## src/rtl/core/lir_pkg.sv

```systemverilog
// ----------------------------------------------------------------------------
// lir_pkg
// Shared types and constants of the three-axis linear interpolation resampler.
// ----------------------------------------------------------------------------
package lir_pkg;

	localparam int TIME_W    = 48;
	localparam int VAL_W     = 32;
	localparam int PERIOD_W  = 20;
	localparam int FRAC_BITS = 16;
	localparam int MAX_RUN   = 16;
	localparam int N_AXES    = 3;

	localparam int RUN_W     = $clog2(MAX_RUN + 1);
	localparam int DIV_CNT_W = $clog2(FRAC_BITS);
	localparam int DIFF_W    = VAL_W + 1;
	localparam int PROD_W    = DIFF_W + FRAC_BITS + 1;

	// command queue between front and back
	localparam int QDEPTH    = 2;
	localparam int QPTR_W    = $clog2(QDEPTH);
	localparam int QCNT_W    = $clog2(QDEPTH + 1);

	localparam logic [PERIOD_W-1:0] PERIOD_RESET = PERIOD_W'(20000);

	localparam logic REQ_SAMPLE  = 1'b0;
	localparam logic REQ_RESTART = 1'b1;

	typedef logic signed [VAL_W-1:0] val_t;

	typedef struct packed {
		logic                    req_type;
		logic [TIME_W-1:0]       sample_time;
		val_t [N_AXES-1:0]       axis;
	} cmd_t;

	typedef struct packed {
		logic [TIME_W-1:0]       out_time;
		val_t [N_AXES-1:0]       axis;
		logic                    last_of_run;
		logic                    more_pending;
	} res_t;

endpackage

```

## src/rtl/core/lir_front.sv

```systemverilog
// ----------------------------------------------------------------------------
// lir_front
// Accepts input words and holds them in a two-entry command queue.
// ----------------------------------------------------------------------------
module lir_front import lir_pkg::*; (
	input  logic clk,
	input  logic arst_n,
	input  logic in_valid,
	output logic in_stall,
	input  cmd_t cmd_in,
	output logic q_valid,
	input  logic q_pop,
	output cmd_t q_cmd
);

	cmd_t              q_mem [QDEPTH];
	logic [QPTR_W-1:0] wr_ptr_q;
	logic [QPTR_W-1:0] rd_ptr_q;
	logic [QCNT_W-1:0] cnt_q;
	logic              push;
	logic              pop;

	assign in_stall = (cnt_q == QCNT_W'(QDEPTH));
	assign q_valid  = (cnt_q != '0);
	assign push     = in_valid && !in_stall;
	assign pop      = q_pop && q_valid;
	assign q_cmd    = q_mem[rd_ptr_q];

	always_ff @(posedge clk or negedge arst_n) begin
		if (!arst_n) begin
			wr_ptr_q <= '0;
			rd_ptr_q <= '0;
			cnt_q    <= '0;
		end else begin
			if (push) wr_ptr_q <= wr_ptr_q + 1'b1;
			if (pop)  rd_ptr_q <= rd_ptr_q + 1'b1;
			case ({push, pop})
				2'b10:   cnt_q <= cnt_q + 1'b1;
				2'b01:   cnt_q <= cnt_q - 1'b1;
				default: cnt_q <= cnt_q;
			endcase
		end
	end

	always_ff @(posedge clk) begin
		if (push) begin
			q_mem[wr_ptr_q] <= cmd_in;
		end
	end

endmodule

```

## config.mk

```make
export PLATFORM = sky130hd
export DESIGN_NAME = lir_front
export DESIGN_NICKNAME = d
export VERILOG_FILES = /design/src/rtl/core/lir_pkg.sv /design/src/rtl/core/lir_front.sv
export SDC_FILE = /design/constraint.sdc
export NUM_CORES = 1
export LEC_CHECK = 0
export BUFFER_PORTS_ARGS = -buffer_cell sky130_fd_sc_hd__buf_2
export CAP_MARGIN = 20
export CORE_MARGIN = 4
export CORE_UTILIZATION = 47
export CTS_CLUSTER_SIZE = 16
export DETAILED_ROUTE_END_ITERATION = 10
export HOLD_SLACK_MARGIN = 0.1
export PLACE_DENSITY = 0.76
export SETUP_SLACK_MARGIN = 0.3
export SYNTH_ARGS = -nofsm -noshare
export SYNTH_HDL_FRONTEND = slang
export SYNTH_SLANG_ARGS = --single-unit
```

## constraint.sdc

```tcl
create_clock -name clk -period 6.6 [get_ports clk]
set_input_delay 0.66 -clock clk [delete_from_list [all_inputs] [get_ports clk]]
set_output_delay 0.66 -clock clk [all_outputs]
set_load 0.01 [all_outputs]
```

==> run summary, run 1 <==
The critical path is of the flip-flop to output pin type. Detailed placement finished with a half-perimeter wire length of 13200 µm. The cell with the biggest individual delay on the critical path is sky130_fd_sc_hd__buf_4.

The total routed wirelength came out at 20000 µm. The cell taking the most area after synthesis is sky130_fd_sc_hd__edfxtp_1. The critical path startpoint category is a flip-flop. The netlist uses 15 different library cells. The number of setup violations in the final report is 0. The final number of hold-violating endpoints is 0.

The share of total power dissipated in combinational logic is 28.5%. The routed design could run at a clock period as short as 3.22 ns. The max-capacitance violation count came out at 0. Clock skew on the completed layout was measured at 0.00756 ns. The class of the tightest hold or removal check is input port to flip-flop.

Dividing total power by cell area gives a power density of 445 nW/µm². The root buffer cell chosen for the clock tree is sky130_fd_sc_hd__clkbuf_16. The number of standard cells after synthesis is 469. The number of nets in the final layout came out at 936.

In this run, CTS created clock tree buffers numbering 30. The share of the yosys chip area belonging to registers came out at 82.0%. The placer congestion estimate is 0.726. The worst setup path is captured at an output pin.

The fraction of synthesized area in multiplexers came out at 15.2%. The number of antenna violations at the first check in global routing came out at 5. The synthesized netlist devotes 0.338% of its cell area to simple gates. The detailed-route via count is 5408. The largest net degree at the start of global routing came out at 82. Summing the areas of all fa, ha and maj instances in the mapped netlist gives 0.116% of the synthesized area. Dividing the detail-routed via count by the number of cells gives 4.95. The buffers inserted during post-CTS setup optimization is 0. On the critical path the largest part of the delay comes from buffers and inverters. The net switching fraction of the power is 28.1%. The die extent in x came out at 159 µm. The final total negative setup slack came out at 0 ns.

The area growth from synthesis to final layout came out at 24.5%. The combined area of all synthesized cells came out at 10700 µm². By area, the combinational part of the netlist is dominated by multiplexers. The commonest non-fill, non-tap cell in the layout is sky130_fd_sc_hd__buf_2. The detailed router finished its first iteration with 249 violations.

The I/O pin total came out at 296. The count of instances resized after the clock tree is built is 0. The area of the die came out at 25300 µm².

The core region area is 22600 µm². Traced cell by cell, the critical path runs through buf_4 > mux2_2 > buf_2. The average wire per standard cell is 18.3 µm. Hold timing on the final database bottoms out at a slack of 0.310 ns. The total of warnings raised by yosys is 0. The internal portion of the total power is 0.00428 W. The quantity of I/O buffers inserted on ports came out at 295. The required time at the endpoint of the critical path came out at 5.94 ns. The aggregate global routing overflow came out at 0. The overall track demand over capacity in global routing came out at 15.3%.

The number of rows created at floorplan came out at 55. The initial cell density of the core came out at 47.6%. After clock tree synthesis, the flow added hold-fix buffers numbering 1.

The CTS tree is built. The per-instance average area after synthesis came out at 22.9 µm². The maximum cell stage delay along the critical path is 0.81 ns. Setup repair after global routing left no endpoint under its margin. The via count of the first global-routing pass was 5810. The measured slew at the worst slew-check pin is 1.09 ns. Cells with a size suffix above 1 make up 60.2% of the layout. The height of the chip came out at 159 µm. The total number of clock tree sinks came out at 294.

The register bit count reported by yosys came out at 294. After clock tree synthesis, the clock-pin slew on the worst setup and hold paths is 0.06 ns. The maximum fanout along the worst path came out at 81. The first global-routing pass estimated 31200 µm of wire. The completed layout was analyzed and its total power is 0.00595 W. The flow ran to the end, and the final reports show no timing, DRC or antenna violations. Summed over all nets, the switching power comes to 0.00167 W.

The tightest slew margin relative to the limit came out at 27.2%. The peak supply drop came out at 0.000274 V. No sink is reached through more buffers than the 3 on the longest clock path.

The clock network power share came out at 26.8%. The number of buffers and inverters on the critical path is 2. In the post-synthesis netlist, the biggest area contributors are sky130_fd_sc_hd__edfxtp_1 (81%), sky130_fd_sc_hd__mux2_2 (15%), sky130_fd_sc_hd__clkbuf_8 (1.3%), sky130_fd_sc_hd__dfrtp_1 (0.93%), sky130_fd_sc_hd__buf_6 (0.63%). The later pin in the worst-skew pair is clocked with a latency of 0.53 ns.

The fraction of the mapped netlist area in compound gates is 0%. The first TritonRoute pass finished after 4 iterations. In this run, flip-flops and latches consume 44.7% of the power. The standby leakage power is 5.00 nW. The synthesized netlist devotes 0.408% of its cell area to XOR and XNOR gates.

Counting every net in the synthesized netlist gives 619. Data on the critical path arrives at its endpoint at 2.56 ns. The detailed-route DRC error count came out at 0. The highest achievable clock rate came out at 311 MHz. Of the available clock period, the critical path in the final layout requires 48.7%. Summed over its instances, the top area cell type makes up 81.1% of the synthesized netlist area. The max-slew violation total from the final report came to 0. The number of nets still failing antenna checks after routing is 0. The H-tree depth reported by CTS is 1. In the layout the commonest cells are sky130_fd_sc_hd__buf_2 (295), sky130_fd_sc_hd__edfxtp_1 (290), sky130_fd_sc_hd__mux2_2 (145).
==> final timing paths <==
check                                 from             to  slack, ns  cells past startpoint
worst max register to register    cnt_q[0]  q_mem[1][141]       3.76                      3
max in group asynchronous           arst_n       rd_ptr_q       6.01                      2
min in group asynchronous           arst_n       cnt_q[0]       0.45                      2
worst max-delay path              rd_ptr_q      q_cmd[87]       3.38                      3
worst min register to register    cnt_q[1]       cnt_q[1]       0.50                      1
worst min-delay path            cmd_in[96]   q_mem[0][96]       0.31                      1
==> layout make-up <==
type,count,area [µm²]
inverters,1,3.75
clock buffers,40,810
fillers,1670,9200
clock inverters,11,128
well taps,285,357
multi-input cells,158,1740
diodes,2,5.00
flip-flops and latches,294,8810
repair buffers,301,1520
==> cell usage after synthesis <==
library cell / instances
sky130_fd_sc_hd__edfxtp_1: 290
sky130_fd_sc_hd__ha_1: 1
sky130_fd_sc_hd__and3_1: 1
sky130_fd_sc_hd__dfrtp_1: 4
sky130_fd_sc_hd__and2_1: 1
sky130_fd_sc_hd__nand2_1: 1
sky130_fd_sc_hd__clkbuf_8: 10
sky130_fd_sc_hd__mux2_2: 145
sky130_fd_sc_hd__inv_1: 1
sky130_fd_sc_hd__xnor2_1: 3
sky130_fd_sc_hd__nor2_1: 2
sky130_fd_sc_hd__xor2_1: 2
sky130_fd_sc_hd__buf_6: 6
sky130_fd_sc_hd__or2_1: 1
sky130_fd_sc_hd__nand2b_1: 1
==> per-layer routing <==
| metal | vias up | share of wire (%) | global-route usage [%] |
|---|---|---|---|
| li1 | 2511 | - | - |
| met1 | 2642 | 38 | 17.9 |
| met2 | 207 | 49 | 26.2 |
| met3 | 42 | 9.4 | 6.19 |
| met4 | 6 | 2.5 | 4.73 |
| met5 | - | 0.17 | 0 |
==> power by group through the flow <==
stage	clock network, W	registers [W]	logic (W)
2_1_floorplan	0	0.00271	0.00117
3_3_place_gp	0	0.00267	0.00172
3_5_place_dp	0	0.00270	0.00173
4_1_cts	0.00164	0.00266	0.00174
5_1_grt	0.00174	0.00269	0.00183
6_report	0.00160	0.00266	0.00170
==> flip-flops by register name, indices dropped and copies added, names as in the netlist <==
register,cells
q_mem,290
wr_ptr_q,1
rd_ptr_q,1
cnt_q,2
==> per-stage QoR <==
step	utilization, %	worst slack (ns)	cells	cell area, µm²
finish	59.3	3.38	1092	13400
global route	59.3	3.25	1092	13400
CTS	59.2	3.34	1090	13400
detailed placement	55.0	3.58	1038	12400
global placement	55.0	3.58	1038	12400
floorplan	-	1.62	469	10700
==> worst register-to-register path, stage by stage (launching register included) <==
cell and delay (ns):
sky130_fd_sc_hd__dfrtp_1 0.40, sky130_fd_sc_hd__nand2b_1 0.17, sky130_fd_sc_hd__and3_4 0.84, sky130_fd_sc_hd__buf_4 0.98
==> cells by family after synthesis <==
kind of cell	after synthesis
simple gates	7
xor+xnor	5
mux	145
flops	294
fa+ha+maj	1
buf+inv	17
Power figures use the tool's default switching activity.
==> run 2: changes to the inputs <==
- clock period: 6.6 -> 2.9 ns (I/O delays scaled with it)
==> run 2 against run 1 <==
Net effect:
- die area did not move
- sequential share of layout area fell by 6.8 points
- critical path type unchanged
- highest routed layer is now met4
- largest cell class unchanged
- register-to-register slack worse by 2.8 ns
==> run summary, run 2 (synthesis results as in run 1) <==
The initial cell density of the core is 47.6% (unchanged). The aggregate global routing overflow came out at 0 (unchanged). The total CTS buffers came out at 29 (-3.3%). The net switching fraction of the power is 29.0% (+0.90 points). The worst path uses 77.3% of the clock period. The clock root buffer is sky130_fd_sc_hd__clkbuf_16. The startpoint of the worst register-to-register path is cnt_q[0]. The largest registers in the layout are q_mem (290), cnt_q (2). The final-layout worst hold slack came to 0.162 ns (-0.148 ns). The buffers inserted during post-CTS setup optimization is 0 (unchanged). The required time at the endpoint of the critical path is 2.61 ns (-3.33 ns). Relative to the synthesized area, the layout overhead comes to 38.7%. The die extent in x is 159 µm (unchanged). The type of the worst setup path is flip-flop to output pin. The number of standard cells in the layout, taps in and fillers out came to 1242 (+14%). The switching power summed over all nets is 0.00399 W (+140%). The ratio of cells with drive above 1 in the final layout was 51.6% (-8.7 points).

The height of the chip is 159 µm (unchanged). The DRC violation total after the first TritonRoute iteration is 320 (+29%). The worst-case reg-to-reg path depth is 3 (unchanged). The number of antenna violations at the first check in global routing came to 1 (-4). The share of the core filled with cells is 66.0% (+6.8 points). The minimum period implied by the final worst setup slack came out at 2.24 ns.

The placed wire-length estimate came out at 13300 µm (+0.91%). The smallest setup slack after layout is 0.659 ns (-2.73 ns). Leaving out fill and tap cells, the most frequent cells in the layout are sky130_fd_sc_hd__buf_2 (295), sky130_fd_sc_hd__edfxtp_1 (290), sky130_fd_sc_hd__dlygate4sd3_1 (148). The clock transition at the register clock pins on the worst setup and hold paths after CTS came out at 0.06 ns (about the same).

The tightest slew margin relative to the limit came out at 58.4% (+31 points). The max-slew violation total from the final report is 0 (unchanged). The worst-skew pair later-pin latency came out at 0.53 ns (about the same).

The arrival time reported for the critical path endpoint is 1.95 ns (-0.61 ns). The maximum clock path buffer count is 3 (unchanged). The quantity of I/O buffers inserted on ports is 295 (unchanged). The most used routing layer in global routing is met2. The cell count after placement is 1042 (+0.39%). The pre-CTS worst setup slack is 0.980 ns (-2.60 ns). The sequential group share of total power came out at 43.9% (-0.8 points). The count of buffer and inverter cells on the critical path came out at 2 (unchanged). The H-tree depth reported by CTS came to 1 (unchanged). The average wire per standard cell came out at 18.7 µm (+2.1%).

The overall track demand over capacity in global routing came out at 18.0% (+2.7 points). The global-route wire length before repair came out at 36800 µm (+18%). The count of hold-fix buffers inserted at cts is 148 (+147).

The highest achievable clock rate is 446 MHz. The combinational fraction of design power came to 31.1% (+2.6 points). TritonCTS built the clock tree. The placer congestion estimate is 0.725 (-0.14%). The core region area is 22600 µm² (unchanged). The I/O pin total was 296 (unchanged). In this run the worst hold path is classified as input port to async pin.

The maximum cell stage delay along the critical path came out at 0.44 ns (-0.37 ns). The capture point of the worst reg-to-reg path is q_mem[1][68]. The register name with the most flops is q_mem. The clock network power share is 25.0% (-1.8 points). The number of setup violations in the final report is 0 (unchanged).

The top cell family by delay on the critical path is buffers and inverters. The flip-flop count of the largest register, all copies and words added came out at 290 (unchanged). The via count of the first global-routing pass is 6731 (+16%).

The critical path startpoint category is a flip-flop. The met2 usage is 32.5% (+6.3 points). The standby leakage power was 5.64 nW (+13%). The number of nets still failing antenna checks after routing was 0 (unchanged). The count of instances resized after the clock tree is built is 0 (unchanged). The slack of the worst reg-to-reg path is 1.01 ns (-2.75 ns). The maximum fanout along the worst path came out at 80 (-1.2%). The area of the die is 25300 µm² (unchanged). The number of nets in the final layout is 1086 (+16%). Setup repair after global routing left no endpoint under its margin. The areal power density over the cells came out at 922 nW/µm² (+110%). STA classifies the critical path endpoint as an output pin. The measured slew at the worst slew-check pin is 0.624 ns (-0.468 ns). The max-capacitance violation count came out at 0 (unchanged). The detailed-route vias per instance came to 4.88 (-1.5%). The cell with the biggest individual delay on the critical path is sky130_fd_sc_hd__dfrtp_4. The run finished with clean final reports.

The signal on the critical path passes through buf_12 > mux2_2 > buf_2. The met1 global-route usage is 21.2% (+3.3 points). The largest net degree at the start of global routing is 81 (-1.2%). The total routed wirelength is 23200 µm (+16%). The detailed-route DRC error count was 0 (unchanged).

The total number of clock tree sinks came out at 294 (unchanged). The first-pass iteration count of the detailed router came out at 4 (unchanged). The met3 routing resource usage after global routing is 5.07% (-1.1 points). The final number of hold-violating endpoints was 0 (unchanged). The library cell used most frequently in the layout, excluding fill and tap cells, is sky130_fd_sc_hd__buf_2. The final setup skew came out at 0.0107 ns (+0.00310 ns). The peak supply drop came out at 0.000702 V (+160%). The cell-internal power came out at 0.00976 W (+130%). The detailed-route via count is 6061 (+12%). The overall power consumption came to 0.0137 W (+130%). The number of rows created at floorplan was 55 (unchanged).
[run 2: worst max path at each step]
stage                     depth (start not counted)     start  slack, ns           end
after detailed placement                          3  cnt_q[0]       0.98  q_mem[1][68]
final                                             3  rd_ptr_q       0.66     q_cmd[10]
after CTS                                         3  rd_ptr_q       0.63     q_cmd[18]
after global routing                              3  rd_ptr_q       0.58     q_cmd[10]
after global placement                            3  cnt_q[0]       1.03  q_mem[1][68]
after floorplan                                   3  cnt_q[0]      -0.26   q_mem[0][0]
[run 2: power by group through the flow]
stage	logic (W)	clock network, W	registers, W
floorplan	0.00269	0	0.00610
global placement	0.00408	0	0.00605
detailed placement	0.00411	0	0.00611
CTS	0.00430	0.00353	0.00602
global route	0.00458	0.00373	0.00611
finish	0.00427	0.00344	0.00603
[run 2: through the flow]
stage          setup TNS, ns  instance area [µm²]
4_1_cts                    0                14900
3_3_place_gp               0                12500
3_5_place_dp               0                12500
6_report                   0                14900
5_1_grt                    0                14900
2_1_floorplan         -38.28                10800
[run 2: area by class of cell]
cell class,instances,area [µm²]
repair buffers,452,3100
clock buffers,33,741
diodes,1,2.50
clock inverters,18,136
flip-flops and latches,294,8810
fillers,1500,7670
multi-input cells,158,1750
inverters,1,3.75
well taps,285,357
[run 2: worst register-to-register path: stages, from the launching register on]
cell	delay, ns
sky130_fd_sc_hd__dfrtp_1	0.41
sky130_fd_sc_hd__nand2b_4	0.18
sky130_fd_sc_hd__and3_4	0.61
sky130_fd_sc_hd__buf_4	0.38
[run 2: per-layer routing]
metal	routed length, µm	vias to the layer above
met4	610	0
met5	0	-
met3	1660	42
met1	8510	2986
met2	12500	237
li1	-	2796
